--- src/sv/bor_pkg.sv ---
// ----------------------------------------------------------------------------
// bor_pkg
// Types, sizes and codes shared by the broadcast ring front, queue and back.
// ----------------------------------------------------------------------------
package bor_pkg;

  localparam int DEPTH       = 16;
  localparam int SUBSCRIBERS = 4;
  localparam int INDEX_BITS  = 32;

  localparam int SLOT_W    = (DEPTH > 1) ? $clog2(DEPTH) : 1;
  localparam int SUB_W     = (SUBSCRIBERS > 1) ? $clog2(SUBSCRIBERS) : 1;
  localparam int PAYLOAD_W = 64;
  localparam int BYTES_W   = 4;
  localparam int KIND_W    = 2;
  localparam int SEL_W     = 2;
  localparam int STATUS_W  = 2;
  localparam int DROP_W    = 32;
  localparam int MAX_BYTES = 8;

  localparam int QDEPTH = 2;
  localparam int QPTR_W = (QDEPTH > 1) ? $clog2(QDEPTH) : 1;
  localparam int QCNT_W = $clog2(QDEPTH + 1);

  localparam logic [KIND_W-1:0] KIND_PUBLISH = 2'd0;
  localparam logic [KIND_W-1:0] KIND_BEGIN   = 2'd1;
  localparam logic [KIND_W-1:0] KIND_READ    = 2'd2;

  typedef enum logic [STATUS_W-1:0] {
    ST_DONE      = 2'd0,
    ST_DELIVERED = 2'd1,
    ST_EMPTY     = 2'd2,
    ST_REJECT    = 2'd3
  } status_t;

  // classified operation handed from the front to the back
  typedef enum logic [2:0] {
    OP_PUBLISH,
    OP_BEGIN,
    OP_READ,
    OP_REJECT,
    OP_NOP,
    OP_EMPTY
  } op_t;

  typedef struct packed {
    op_t                  op;
    logic [SUB_W-1:0]     sub;
    logic [BYTES_W-1:0]   nbytes;
    logic [PAYLOAD_W-1:0] payload;
  } cmd_t;

  typedef enum logic {
    BK_EXEC,
    BK_FETCH
  } bk_state_t;

  function automatic logic [PAYLOAD_W-1:0] byte_mask(logic [BYTES_W-1:0] n);
    logic [PAYLOAD_W-1:0] m;
    if (n >= BYTES_W'(MAX_BYTES)) begin
      m = '1;
    end else begin
      m = (PAYLOAD_W'(1) << {n, 3'b000}) - PAYLOAD_W'(1);
    end
    return m;
  endfunction

  function automatic logic [DROP_W-1:0] sat_drop(logic [INDEX_BITS-1:0] d);
    logic [63:0] wide;
    wide = 64'(d);
    return (|wide[63:DROP_W]) ? '1 : wide[DROP_W-1:0];
  endfunction

endpackage

--- src/sv/bor_in_if.sv ---
// ----------------------------------------------------------------------------
// bor_in_if
// Request channel: operation kind, subscriber, size and payload.
// ----------------------------------------------------------------------------
interface bor_in_if;
  import bor_pkg::*;

  logic                 valid;
  logic                 ready;
  logic [KIND_W-1:0]    kind;
  logic [SEL_W-1:0]     subscriber;
  logic [BYTES_W-1:0]   message_bytes;
  logic [PAYLOAD_W-1:0] payload_in;

  modport source (output valid, kind, subscriber, message_bytes, payload_in, input ready);
  modport sink   (input valid, kind, subscriber, message_bytes, payload_in, output ready);
endinterface

--- src/sv/bor_out_if.sv ---
// ----------------------------------------------------------------------------
// bor_out_if
// Result channel: status and, for a delivery, payload, size and drop count.
// ----------------------------------------------------------------------------
interface bor_out_if;
  import bor_pkg::*;

  logic                 valid;
  logic                 ready;
  logic [STATUS_W-1:0]  status;
  logic [PAYLOAD_W-1:0] payload_out;
  logic [BYTES_W-1:0]   bytes_out;
  logic [DROP_W-1:0]    dropped;

  modport source (output valid, status, payload_out, bytes_out, dropped, input ready);
  modport sink   (input valid, status, payload_out, bytes_out, dropped, output ready);
endinterface

--- src/sv/bor_front.sv ---
// ----------------------------------------------------------------------------
// bor_front
// Accepts request words, holds the size limit and classifies each word.
// ----------------------------------------------------------------------------
module bor_front (
  input  logic                    clk,
  input  logic                    rst_n,
  bor_in_if.sink                  in_ch,
  input  logic                    cfg_wr_en,
  input  logic [bor_pkg::BYTES_W-1:0] cfg_wr_data,
  input  logic                    q_full,
  output logic                    push,
  output bor_pkg::cmd_t           cmd
);
  import bor_pkg::*;

  logic [BYTES_W-1:0] max_bytes_r;
  logic               sub_ok;
  logic               too_big;

  always_ff @(posedge clk) begin
    if (!rst_n) begin
      max_bytes_r <= BYTES_W'(MAX_BYTES);
    end else if (cfg_wr_en) begin
      max_bytes_r <= cfg_wr_data;
    end
  end

  assign in_ch.ready = !q_full;
  assign push        = in_ch.valid && !q_full;

  assign sub_ok  = int'(in_ch.subscriber) < SUBSCRIBERS;
  assign too_big = (in_ch.message_bytes > max_bytes_r) ||
                   (in_ch.message_bytes > BYTES_W'(MAX_BYTES));

  always_comb begin
    cmd.sub     = SUB_W'(in_ch.subscriber);
    cmd.nbytes  = in_ch.message_bytes;
    cmd.payload = in_ch.payload_in & byte_mask(in_ch.message_bytes);
    unique case (in_ch.kind)
      KIND_PUBLISH: cmd.op = too_big ? OP_REJECT : OP_PUBLISH;
      KIND_BEGIN:   cmd.op = sub_ok ? OP_BEGIN : OP_NOP;
      KIND_READ:    cmd.op = sub_ok ? OP_READ : OP_EMPTY;
      default:      cmd.op = OP_NOP;
    endcase
  end

endmodule

--- src/sv/bor_queue.sv ---
// ----------------------------------------------------------------------------
// bor_queue
// Short command FIFO between the front and the back.
// ----------------------------------------------------------------------------
module bor_queue (
  input  logic          clk,
  input  logic          rst_n,
  input  logic          push,
  input  bor_pkg::cmd_t cmd_in,
  output logic          full,
  input  logic          pop,
  output bor_pkg::cmd_t cmd_out,
  output logic          empty
);
  import bor_pkg::*;

  cmd_t              entry_r [QDEPTH];
  logic [QPTR_W-1:0] wr_ptr_r, wr_ptr_nxt;
  logic [QPTR_W-1:0] rd_ptr_r, rd_ptr_nxt;
  logic [QCNT_W-1:0] count_r, count_nxt;

  function automatic logic [QPTR_W-1:0] ptr_inc(logic [QPTR_W-1:0] p);
    return (p == QPTR_W'(QDEPTH - 1)) ? '0 : p + QPTR_W'(1);
  endfunction

  assign full    = (count_r == QCNT_W'(QDEPTH));
  assign empty   = (count_r == '0);
  assign cmd_out = entry_r[rd_ptr_r];

  always_comb begin
    wr_ptr_nxt = push ? ptr_inc(wr_ptr_r) : wr_ptr_r;
    rd_ptr_nxt = pop ? ptr_inc(rd_ptr_r) : rd_ptr_r;
    count_nxt  = count_r + QCNT_W'(push) - QCNT_W'(pop);
  end

  always_ff @(posedge clk) begin
    if (!rst_n) begin
      wr_ptr_r <= '0;
      rd_ptr_r <= '0;
      count_r  <= '0;
    end else begin
      wr_ptr_r <= wr_ptr_nxt;
      rd_ptr_r <= rd_ptr_nxt;
      count_r  <= count_nxt;
    end
  end

  always_ff @(posedge clk) begin
    if (push) begin
      entry_r[wr_ptr_r] <= cmd_in;
    end
  end

endmodule

--- src/sv/bor_back.sv ---
// ----------------------------------------------------------------------------
// bor_back
// Executes commands against head, tail, cursors and the slot memory, and
// holds the result register.
// ----------------------------------------------------------------------------
module bor_back (
  input  logic          clk,
  input  logic          rst_n,
  input  bor_pkg::cmd_t q_cmd,
  input  logic          q_empty,
  output logic          pop,
  bor_out_if.source     out_ch
);
  import bor_pkg::*;

  localparam int SLOT_DW = BYTES_W + PAYLOAD_W;

  bk_state_t state_r, state_nxt;

  logic [INDEX_BITS-1:0] head_r, head_nxt;
  logic [INDEX_BITS-1:0] tail_r, tail_nxt;
  logic [SLOT_W-1:0]     head_slot_r, head_slot_nxt;
  logic [SLOT_W-1:0]     tail_slot_r, tail_slot_nxt;
  logic [INDEX_BITS-1:0] cursor_r [SUBSCRIBERS];
  logic [INDEX_BITS-1:0] cursor_nxt [SUBSCRIBERS];
  logic [SLOT_W-1:0]     cslot_r [SUBSCRIBERS];
  logic [SLOT_W-1:0]     cslot_nxt [SUBSCRIBERS];

  logic                  out_valid_r, out_valid_nxt;
  status_t               out_status_r, out_status_nxt;
  logic [PAYLOAD_W-1:0]  out_payload_r, out_payload_nxt;
  logic [BYTES_W-1:0]    out_bytes_r, out_bytes_nxt;
  logic [DROP_W-1:0]     out_drop_r, out_drop_nxt;
  logic [DROP_W-1:0]     drop_r, drop_nxt;

  logic [SLOT_DW-1:0]    mem [DEPTH];
  logic [SLOT_DW-1:0]    rd_data_r;
  logic                  mem_we;
  logic                  rd_en;
  logic [SLOT_W-1:0]     rd_addr;

  logic [INDEX_BITS-1:0] c;
  logic [SLOT_W-1:0]     cs;
  logic [INDEX_BITS-1:0] drops;
  logic                  deliver;

  function automatic logic [SLOT_W-1:0] slot_inc(logic [SLOT_W-1:0] s);
    return (s == SLOT_W'(DEPTH - 1)) ? '0 : s + SLOT_W'(1);
  endfunction

  assign out_ch.valid       = out_valid_r;
  assign out_ch.status      = out_status_r;
  assign out_ch.payload_out = out_payload_r;
  assign out_ch.bytes_out   = out_bytes_r;
  assign out_ch.dropped     = out_drop_r;

  always_comb begin
    state_nxt       = state_r;
    head_nxt        = head_r;
    tail_nxt        = tail_r;
    head_slot_nxt   = head_slot_r;
    tail_slot_nxt   = tail_slot_r;
    cursor_nxt      = cursor_r;
    cslot_nxt       = cslot_r;
    out_valid_nxt   = out_valid_r && !out_ch.ready;
    out_status_nxt  = out_status_r;
    out_payload_nxt = out_payload_r;
    out_bytes_nxt   = out_bytes_r;
    out_drop_nxt    = out_drop_r;
    drop_nxt        = drop_r;
    pop             = 1'b0;
    mem_we          = 1'b0;
    rd_en           = 1'b0;
    rd_addr         = '0;
    c               = cursor_r[q_cmd.sub];
    cs              = cslot_r[q_cmd.sub];
    drops           = '0;
    deliver         = 1'b0;

    unique case (state_r)
      BK_EXEC: begin
        if (!q_empty && (!out_valid_r || out_ch.ready)) begin
          pop             = 1'b1;
          out_valid_nxt   = 1'b1;
          out_status_nxt  = ST_DONE;
          out_payload_nxt = '0;
          out_bytes_nxt   = '0;
          out_drop_nxt    = '0;
          unique case (q_cmd.op)
            OP_PUBLISH: begin
              mem_we = 1'b1;
              // slot at the tail still live: drop the oldest entry
              if ((tail_r - head_r) == INDEX_BITS'(DEPTH)) begin
                head_nxt      = head_r + INDEX_BITS'(1);
                head_slot_nxt = slot_inc(head_slot_r);
              end
              tail_nxt      = tail_r + INDEX_BITS'(1);
              tail_slot_nxt = slot_inc(tail_slot_r);
            end
            OP_BEGIN: begin
              cursor_nxt[q_cmd.sub] = head_r;
              cslot_nxt[q_cmd.sub]  = head_slot_r;
            end
            OP_READ: begin
              if (c == tail_r) begin
                out_status_nxt = ST_EMPTY;
              end else if (c < head_r) begin
                // cursor was overrun: jump to the head
                if (head_r == tail_r) begin
                  cursor_nxt[q_cmd.sub] = head_r;
                  cslot_nxt[q_cmd.sub]  = head_slot_r;
                  out_status_nxt        = ST_EMPTY;
                end else begin
                  drops   = head_r - c;
                  c       = head_r;
                  cs      = head_slot_r;
                  deliver = 1'b1;
                end
              end else begin
                deliver = 1'b1;
              end
              if (deliver) begin
                cursor_nxt[q_cmd.sub] = c + INDEX_BITS'(1);
                cslot_nxt[q_cmd.sub]  = slot_inc(cs);
                rd_en                 = 1'b1;
                rd_addr               = cs;
                drop_nxt              = sat_drop(drops);
                out_valid_nxt         = 1'b0;
                state_nxt             = BK_FETCH;
              end
            end
            OP_REJECT: out_status_nxt = ST_REJECT;
            OP_EMPTY:  out_status_nxt = ST_EMPTY;
            OP_NOP:    out_status_nxt = ST_DONE;
            default:   out_status_nxt = ST_DONE;
          endcase
        end
      end
      BK_FETCH: begin
        // result register is free here: it was drained when the read left
        out_valid_nxt   = 1'b1;
        out_status_nxt  = ST_DELIVERED;
        out_payload_nxt = rd_data_r[PAYLOAD_W-1:0];
        out_bytes_nxt   = rd_data_r[SLOT_DW-1:PAYLOAD_W];
        out_drop_nxt    = drop_r;
        state_nxt       = BK_EXEC;
      end
      default: state_nxt = BK_EXEC;
    endcase
  end

  always_ff @(posedge clk) begin
    if (!rst_n) begin
      state_r     <= BK_EXEC;
      head_r      <= INDEX_BITS'(1);
      tail_r      <= INDEX_BITS'(1);
      head_slot_r <= SLOT_W'(1 % DEPTH);
      tail_slot_r <= SLOT_W'(1 % DEPTH);
      out_valid_r <= 1'b0;
      for (int i = 0; i < SUBSCRIBERS; i++) begin
        cursor_r[i] <= INDEX_BITS'(1);
        cslot_r[i]  <= SLOT_W'(1 % DEPTH);
      end
    end else begin
      state_r     <= state_nxt;
      head_r      <= head_nxt;
      tail_r      <= tail_nxt;
      head_slot_r <= head_slot_nxt;
      tail_slot_r <= tail_slot_nxt;
      out_valid_r <= out_valid_nxt;
      cursor_r    <= cursor_nxt;
      cslot_r     <= cslot_nxt;
    end
  end

  always_ff @(posedge clk) begin
    out_status_r  <= out_status_nxt;
    out_payload_r <= out_payload_nxt;
    out_bytes_r   <= out_bytes_nxt;
    out_drop_r    <= out_drop_nxt;
    drop_r        <= drop_nxt;
  end

  always_ff @(posedge clk) begin
    if (mem_we) begin
      mem[tail_slot_r] <= {q_cmd.nbytes, q_cmd.payload};
    end
    if (rd_en) begin
      rd_data_r <= mem[rd_addr];
    end
  end

endmodule

--- src/sv/broadcast_overwrite_ring_top.sv ---
// ----------------------------------------------------------------------------
// broadcast_overwrite_ring_top
// Overwriting broadcast ring: one publisher, several subscriber cursors.
// ----------------------------------------------------------------------------
// Request words enter a two-word queue, so in_ch.ready stays high while the
// queue has room. The execute stage completes a publish, a begin, a rejected
// or an empty request; a delivered read also passes the fetch state, as the
// slot memory read is registered, and no word is popped meanwhile. The rate
// is one word per cycle for publishes and begins while results are taken.
// Results leave through a registered output that, but for a delivered read,
// is refilled in the cycle it is taken. No clearing pass runs after reset.
module broadcast_overwrite_ring_top (
  input  logic                        clk,
  input  logic                        rst_n,
  bor_in_if.sink                      in_ch,
  bor_out_if.source                   out_ch,
  input  logic                        cfg_wr_en,
  input  logic [bor_pkg::BYTES_W-1:0] cfg_wr_data
);
  import bor_pkg::*;

  cmd_t front_cmd;
  cmd_t q_cmd;
  logic push;
  logic pop;
  logic q_full;
  logic q_empty;

  bor_front u_front (
    .clk         (clk),
    .rst_n       (rst_n),
    .in_ch       (in_ch),
    .cfg_wr_en   (cfg_wr_en),
    .cfg_wr_data (cfg_wr_data),
    .q_full      (q_full),
    .push        (push),
    .cmd         (front_cmd)
  );

  bor_queue u_queue (
    .clk     (clk),
    .rst_n   (rst_n),
    .push    (push),
    .cmd_in  (front_cmd),
    .full    (q_full),
    .pop     (pop),
    .cmd_out (q_cmd),
    .empty   (q_empty)
  );

  bor_back u_back (
    .clk     (clk),
    .rst_n   (rst_n),
    .q_cmd   (q_cmd),
    .q_empty (q_empty),
    .pop     (pop),
    .out_ch  (out_ch)
  );

endmodule

--- src/flat_wrapper.sv ---
// flat-port wrapper written by rule: the top's interface ports become plain ports
module broadcast_overwrite_ring_top_flat import bor_pkg::*;
  (clk, rst_n, cfg_wr_en, cfg_wr_data, in_ch_valid, in_ch_kind, in_ch_subscriber, in_ch_message_bytes, in_ch_payload_in, in_ch_ready, out_ch_valid, out_ch_status, out_ch_payload_out, out_ch_bytes_out, out_ch_dropped, out_ch_ready);
  bor_in_if in_ch_i ();
  bor_out_if out_ch_i ();
  input  logic clk;
  input  logic rst_n;
  input  logic cfg_wr_en;
  input  logic [bor_pkg::BYTES_W-1:0] cfg_wr_data;
  input wire logic [$bits(in_ch_i.valid)-1:0] in_ch_valid;
  input wire logic [$bits(in_ch_i.kind)-1:0] in_ch_kind;
  input wire logic [$bits(in_ch_i.subscriber)-1:0] in_ch_subscriber;
  input wire logic [$bits(in_ch_i.message_bytes)-1:0] in_ch_message_bytes;
  input wire logic [$bits(in_ch_i.payload_in)-1:0] in_ch_payload_in;
  output wire logic [$bits(in_ch_i.ready)-1:0] in_ch_ready;
  output wire logic [$bits(out_ch_i.valid)-1:0] out_ch_valid;
  output wire logic [$bits(out_ch_i.status)-1:0] out_ch_status;
  output wire logic [$bits(out_ch_i.payload_out)-1:0] out_ch_payload_out;
  output wire logic [$bits(out_ch_i.bytes_out)-1:0] out_ch_bytes_out;
  output wire logic [$bits(out_ch_i.dropped)-1:0] out_ch_dropped;
  input wire logic [$bits(out_ch_i.ready)-1:0] out_ch_ready;
  assign in_ch_i.valid = in_ch_valid;
  assign in_ch_i.kind = in_ch_kind;
  assign in_ch_i.subscriber = in_ch_subscriber;
  assign in_ch_i.message_bytes = in_ch_message_bytes;
  assign in_ch_i.payload_in = in_ch_payload_in;
  assign in_ch_ready = in_ch_i.ready;
  assign out_ch_valid = out_ch_i.valid;
  assign out_ch_status = out_ch_i.status;
  assign out_ch_payload_out = out_ch_i.payload_out;
  assign out_ch_bytes_out = out_ch_i.bytes_out;
  assign out_ch_dropped = out_ch_i.dropped;
  assign out_ch_i.ready = out_ch_ready;
  broadcast_overwrite_ring_top u_core (.clk(clk), .rst_n(rst_n), .in_ch(in_ch_i), .out_ch(out_ch_i), .cfg_wr_en(cfg_wr_en), .cfg_wr_data(cfg_wr_data));
endmodule
--- config.mk ---
export PLATFORM = sky130hd
export DESIGN_NAME = broadcast_overwrite_ring_top_flat
export DESIGN_NICKNAME = d
export VERILOG_FILES = /design/src/sv/bor_pkg.sv /design/src/sv/bor_in_if.sv /design/src/sv/bor_out_if.sv /design/src/sv/bor_front.sv /design/src/sv/bor_queue.sv /design/src/sv/bor_back.sv /design/src/sv/broadcast_overwrite_ring_top.sv /design/src/flat_wrapper.sv
export SDC_FILE = /design/constraint.sdc
export NUM_CORES = 2
export LEC_CHECK = 0
export BUFFER_PORTS_ARGS = -buffer_cell sky130_fd_sc_hd__buf_2
export CORE_ASPECT_RATIO = 0.9
export CORE_MARGIN = 3
export CORE_UTILIZATION = 40
export CTS_CLUSTER_DIAMETER = 40
export CTS_CLUSTER_SIZE = 20
export DETAILED_ROUTE_END_ITERATION = 7
export GPL_ROUTABILITY_DRIVEN = 0
export PLACE_DENSITY = 0.52
export SYNTH_ARGS = -nofsm -noshare
export SYNTH_HDL_FRONTEND = slang
export SYNTH_HIERARCHICAL = 1
export SYNTH_SLANG_ARGS = --single-unit
--- constraint.sdc ---
create_clock -name clk -period 14.45 [get_ports clk]
set_input_delay 2.89 -clock clk [delete_from_list [all_inputs] [get_ports clk]]
set_output_delay 2.89 -clock clk [all_outputs]
set_load 0.05 [all_outputs]
# Word-level counts from Yosys, hierarchy flattened

Memory sizes are Yosys's and may differ from the RTL's. A register that Yosys moved wholly into a read port is not among the register bits.
Cells that the tools add are included.

$add $sub $neg: 13
$lt $le $gt $ge: 6
Equality and inequality tests: 14
Shift operators: 1
Muxes and demuxes: 92
Bitwise gates (word level): 4
Reductions and logical operators: 19

Operators with widths:

| cell                    | number |
|---|---|
| $mux W128               | 7 |
| $mux W32                | 10 |
| $bwmux W128             | 2 |
| $pmux W128 S2           | 1 |
| $mux W64                | 2 |
| $pmux W64 S2            | 1 |
| $mux W16                | 7 |
| $add A32 B1 Y32 const B | 3 |
| $mux W4                 | 17 |
| $and A64 B64 Y64        | 1 |
| $bmux W32 S2            | 1 |
| $demux W32 S2           | 1 |
| $eq A32 B32 Y1          | 2 |
| $pmux W32 S2            | 1 |
| $shl A1 B7 Y64 const A  | 1 |
| $sub A32 B32 Y32        | 2 |
| $sub A64 B2 Y64 const B | 1 |
| $bwmux W16              | 2 |
| $eq A32 B5 Y1 const B   | 1 |
| $lt A32 B32 Y1          | 1 |
| $pmux W16 S2            | 1 |
| $mux W1                 | 26 |
| $add A4 B1 Y4 const B   | 3 |
| $eq A4 B4 Y1 const B    | 3 |
| 33 further kinds        | 52 |

Flip-flop bits (word level): 360
Bits in writable memories: 1,234
Output and inout port bits: 104
Logic and storage cells: 174
Memories: 2

Memories:

| name                   | depth | width | rd ports | clocked after memory_dff | wr ports | line            | RTL |
|---|---|---|---|---|---|---|---|
| u_core.u_back.mem      | 16    | 68    | 1        | 1                        | 1        | bor_back.sv:36  | `logic [SLOT_DW-1:0] mem [DEPTH];` |
| u_core.u_queue.entry_r | 2     | 73    | 1        | 1                        | 1        | bor_queue.sv:17 | `cmd_t entry_r [QDEPTH];` |

# Depth between registers and ports, before layout

Depth in word-level cells: 15
Depth in mapped cells: 30
Depth with buffers taken out: 23

# Cells and area by module

The synthesis kept the hierarchy.

Modules (own cells, without submodules):

| module    | instances | cells an instance | area an instance (µm²) |
|---|---|---|---|
| bor_back  | 1         | 5,710             | 68,928.6 |
| bor_queue | 1         | 248               | 5,845.6 |
| bor_front | 1         | 139               | 989.7 |

# Worst setup path after synthesis

Ideal clock, no wire load.

Path kind: input-to-reg
Start: in out_ch_ready
End: mem u_core/u_back/mem[2][0] (netlist bit), enable pin
Setup time: 0.577 ns
Arrival: 9.067 ns
Slack: 4.806 ns
Stages: 6
Cells stage by stage: nor2b_1 -> or3_1 -> nor4_1 -> clkbuf_1 -> nand2_1 -> nor3_1

Longest elaborated chain between the ends: 6

RTL lines:

| what                          | line               | RTL |
|---|---|---|
| start: declaration            | flat_wrapper.sv:21 | `input wire logic [$bits(out_ch_i.ready)-1:0] out_ch_ready;` |
| $logic_or A1 B1 Y1            | bor_back.sv:82     | `if (!q_empty && (!out_valid_r \|\| out_ch.ready)) begin` |
| $logic_and A1 B1 Y1           | bor_back.sv:82     |  |
| $mux W1                       | bor_back.sv:82     |  |
| $mux W1                       | bor_back.sv:80     | `unique case (state_r)` |
| $mux W1                       | bor_back.sv:185    | `if (mem_we) begin` |
| $mux W1 (not written as such) | bor_back.sv:186    | `mem[tail_slot_r] <= {q_cmd.nbytes, q_cmd.payload};` |
| end: declaration              | bor_back.sv:36     |  |

No other way between the ends.

==> key figures <==
Die
  – Cell row count: 150
  – Core ar.: between 0.15 and 0.2 sq mm
  – Io pins: about 190
  – Die area: 0.195 sq mm
  – Die Y: approximately 420 um
  – Die Wd: between 400 and 500 um
  – Initial Util: around two fifths

GRT
  – Wire length of the first global-routing pass: 375000 um
  – GRT overflow: 0
  – Largest net degree at the start of global routing: 167
  – Total track usage: a little over a quarter
  – Vias in the first global route: 52600
  – Initial antenna violation count: 9

STA
  – Relative slew margins: around 14%
  – Final setup fails: 0
  – RSZ-0062 raised after global routing: false
  – Slew Limit Fails: 0
  – Setup TNS: 0 ns
  – Hold Worst Slack: 0.454 ns
  – Period minus WS final: between 8 and 9 ns
  – Tcrit/Tclk final: 61.3%
  – Clock Skew: 0.0922 ns
  – Fmax: 0.113 GHz
  – Hold Vio Cnt, Final: 0
  – Least-Margin Pin Slew: 1.28 ns

Drt
  – DRC: 0
  – DRT antenna net count: 0
  – Vias post-DR: 54900
  – TritonRoute pass-1 iters: 8
  – DRT Wirelength: ~260000 um
  – Number of vias per cell: 6.15
  – Detailed Route Iter0 Violations: between 6000 and 7000
  – Wirelength per Cell: 29.2 um

Logic synthesis
  – Post-Syn Area: between 0.07 and 0.08 sq mm
  – Ys flop type: edfxtp_1
  – Post-synth top area share: between 50% and 60%
  – FF+latch count, synth: ~1700
  – Mean Syn Cell Area: approximately 12 sq um
  – Distinct cells, synth: 96
  – Largest area contributor in the netlist: edfxtp_1
  – Post-synthesis simple-gate area fraction: roughly a tenth
  – Post-synth EDFFs: 1436
  – Yosys warning total: 6
  – Post-Synthesis Cells: a little over 6000
  – Syn Nets: between 6000 and 7000
  – Post-synth top cells: edfxtp_1, nand2_1, a21oi_1
  – Dominant cells by area after synthesis: edfxtp_1, dfxtp_1, nand2_1
  – Post-synthesis xor/xnor area fraction: under 10%
  – Register area share after synthesis: between 60% and 70%
  – Largest family of logic cells by synthesized area: compound AO/OA/AOI/OAI gates
  – Post-synthesis adder-cell area fraction: 1.33%
  – Multiplexer area fraction after synthesis: 4.36%
  – Most numerous cell in the Yosys netlist: edfxtp_1
  – Asr flop ratio synth: 0%
  – Synth Area in Compound Gates: between 10% and 20%

Clocking
  – Postcts setup bufs: 0
  – CTS tree: built
  – H-tree levels: 4
  – Worst-path clk slew: 0.06 ns
  – CTS Buf Count: 240
  – Clock sinks: between 1500 and 2000
  – Worst-case clock buffer depth: 3
  – CTS resizes: 0
  – CTS Hold Bufs: 0
  – Clk_lat worst skew: a little under 0.9 ns
  – CTS Root Cell: clkbuf_16

Setup path
  – Reg-to-Reg End: u_core/u_back/rd_data_r[59]
  – Crit path capture: u_core/u_back/rd_data_r[59]
  – Worst Path Class, Setup: flip-flop to flip-flop
  – CP delay by family, top: buffers and inverters
  – CP endpoint kind: flip-flop
  – Type of origin of the critical path: flip-flop
  – CP cell instances: mux2_2 > buf_4 > mux4_2 > ha_1 > fa_1 > nor2b_1 > o311ai_0 > a31o_2 > a211o_1 > a21oi_4 > buf_4 > nand3_4 > a21oi_4 > buf_4 > buf_4 > o221ai_1 > a22o_1 > a311o_1
  – Worst Path Buf+Inv: 4
  – R2r setup slk: 5.59 ns
  – Critical path arrival: between 9 and 10 ns
  – CP peak stage delay: approximately 0.92 ns
  – WP data required: between 15 and 20 ns
  – Crit. path cell count: 18
  – Crit-path max FO: 73
  – Reg2reg path depth: 18
  – Most used cell, CP: buf_4
  – Crit path max-delay cell type: buf_4

Place
  – Dpl hpwl: between 100000 and 150000 um
  – Number of buffers added on ports: roughly 180
  – # placed instances: 8462

Power and ir drop
  – Tot Pwr: 17.4 mW
  – Clock power frac: 35.0%
  – PwrDens: 199 mW/mm^2
  – Reg power frac: 35.1%
  – Worst vdd ir: approximately 0.00030 V
  – Combinational Power Share: between 20% and 30%
  – Leak Pwr: 30.1 nW
  – Net Switching: 6.49 mW
  – Int Pwr: between 10 and 15 mW
  – Switching Fraction: between 30% and 40%

Outcome
  – Outcome: completed

Final layout
  – Fin cells: just under 9000
  – Fraction of layout cells with a size suffix above 1: 15.4%
  – Register area: about 0.048 sq mm
  – Layout overhead on the synthesized area: 15.8%
  – Fin nets: around 6400
  – Fin util: between 40% and 50%
  – Fillers: 16800
  – Area of the multi-input gates: approximately 0.026 sq mm

Min path
  – Hold crit path type: flip-flop to flip-flop

Job
  – Max-cap violations: 0
## layout make-up
type | instances | area share, %
antenna | 5 | 0.0143
clock buffer | 263 | 7.06
clock inverter | 196 | 2.63
inverter | 169 | 0.730
multi-input combinational | 3791 | 29.3
sequential | 1663 | 54.3
tap | 2508 | 3.58
timing repair buffer | 331 | 2.39
## sequential cells by signal, indices dropped and copies added (netlist names), named ones only
name,flops
u_core/u_back/cslot_r,16
u_core/u_back/cursor_r,128
u_core/u_back/drop_r,32
u_core/u_back/head_r,32
u_core/u_back/head_slot_r,4
u_core/u_back/mem,1088
u_core/u_back/out_ch.bytes_out,4
u_core/u_back/out_ch.dropped,32
u_core/u_back/out_ch.payload_out,64
u_core/u_back/out_ch.status,2
u_core/u_back/out_ch.valid,1
u_core/u_back/rd_data_r,68
u_core/u_back/state_r,1
u_core/u_back/tail_r,32
u_core/u_back/tail_slot_r,4
u_core/u_front/max_bytes_r,4
u_core/u_queue/count_r,2
u_core/u_queue/entry_r,146
u_core/u_queue/rd_ptr_r,1
u_core/u_queue/wr_ptr_r,1
## worst min-delay path: stages, from the launching register on
cell and delay (ns):
dfxtp_1 0.31, nand2_1 0.05, a21oi_1 0.05
## kinds of logic (layout without fill, tap and decap cells)
kind of cell,count (synthesis),in the layout
adder cells (fa/ha/maj),80,80
multiplexers,250,250
other,0,5
AND/OR/NAND/NOR,1681,1681
AO/OA/AOI/OAI,1638,1638
flip-flops,1663,1663
buffers and inverters,643,959
XOR/XNOR,142,142
## through the flow
step	worst slack [ns]	cell area (sq um)
floorplan	4.81	75800
global placement	5.79	79200
detailed placement	5.68	79200
CTS	5.65	87700
global route	5.25	87700
finish	5.59	87700
## worst min path at each step
| stage | start | end | slack (ns) | depth (start not counted) |
|---|---|---|---|---|
| 2_1_floorplan | u_core/u_back/cslot_r[6] | u_core/u_back/cslot_r[6] | 0.43 | 2 |
| 3_3_place_gp | u_core/u_back/cslot_r[2] | u_core/u_back/cslot_r[2] | 0.44 | 2 |
| 3_5_place_dp | u_core/u_back/cursor_r[126] | u_core/u_back/cursor_r[126] | 0.45 | 2 |
| 4_1_cts | u_core/u_back/cslot_r[2] | u_core/u_back/cslot_r[2] | 0.45 | 2 |
| 5_1_grt | u_core/u_back/cursor_r[126] | u_core/u_back/cursor_r[126] | 0.47 | 2 |
| 6_report | u_core/u_back/cslot_r[2] | u_core/u_back/cslot_r[2] | 0.45 | 2 |
## power groups by stage
stage	combinational (mW)	clock (mW)	sequential, mW
floorplan	2.85	0	6.62
CTS	5.10	6.19	6.12
global route	5.42	6.40	6.15
global placement	5.06	0	6.21
detailed placement	5.09	0	6.22
finish	5.20	6.10	6.12
## metal layers
metal  GRT usage, %  up-vias  wire [um]
li1               -    23800          -
met1           37.7    27800     114000
met2           39.3     2822     115000
met3           5.30      496      24100
met4           8.14        2       7670
met5              0        -         12
## cell usage in the layout (no fill, tap or decap), types with 112 or more instances in the layout
master / netlist / layout
o221ai_1: 113 / 112
nand3_1: 171 / 169
mux2i_1: 134 / 134
clkbuf_16: 0 / 243
nand2_1: 675 / 674
edfxtp_1: 1436 / 1436
nor2_1: 210 / 193
inv_1: 164 / 162
o21ai_0: 195 / 194
a21oi_1: 341 / 338
buf_2: 75 / 183
a211oi_1: 259 / 259
and2_1: 119 / 117
buf_4: 19 / 142
dfxtp_1: 227 / 225
No activity file was read; power rests on OpenSTA's default activity.
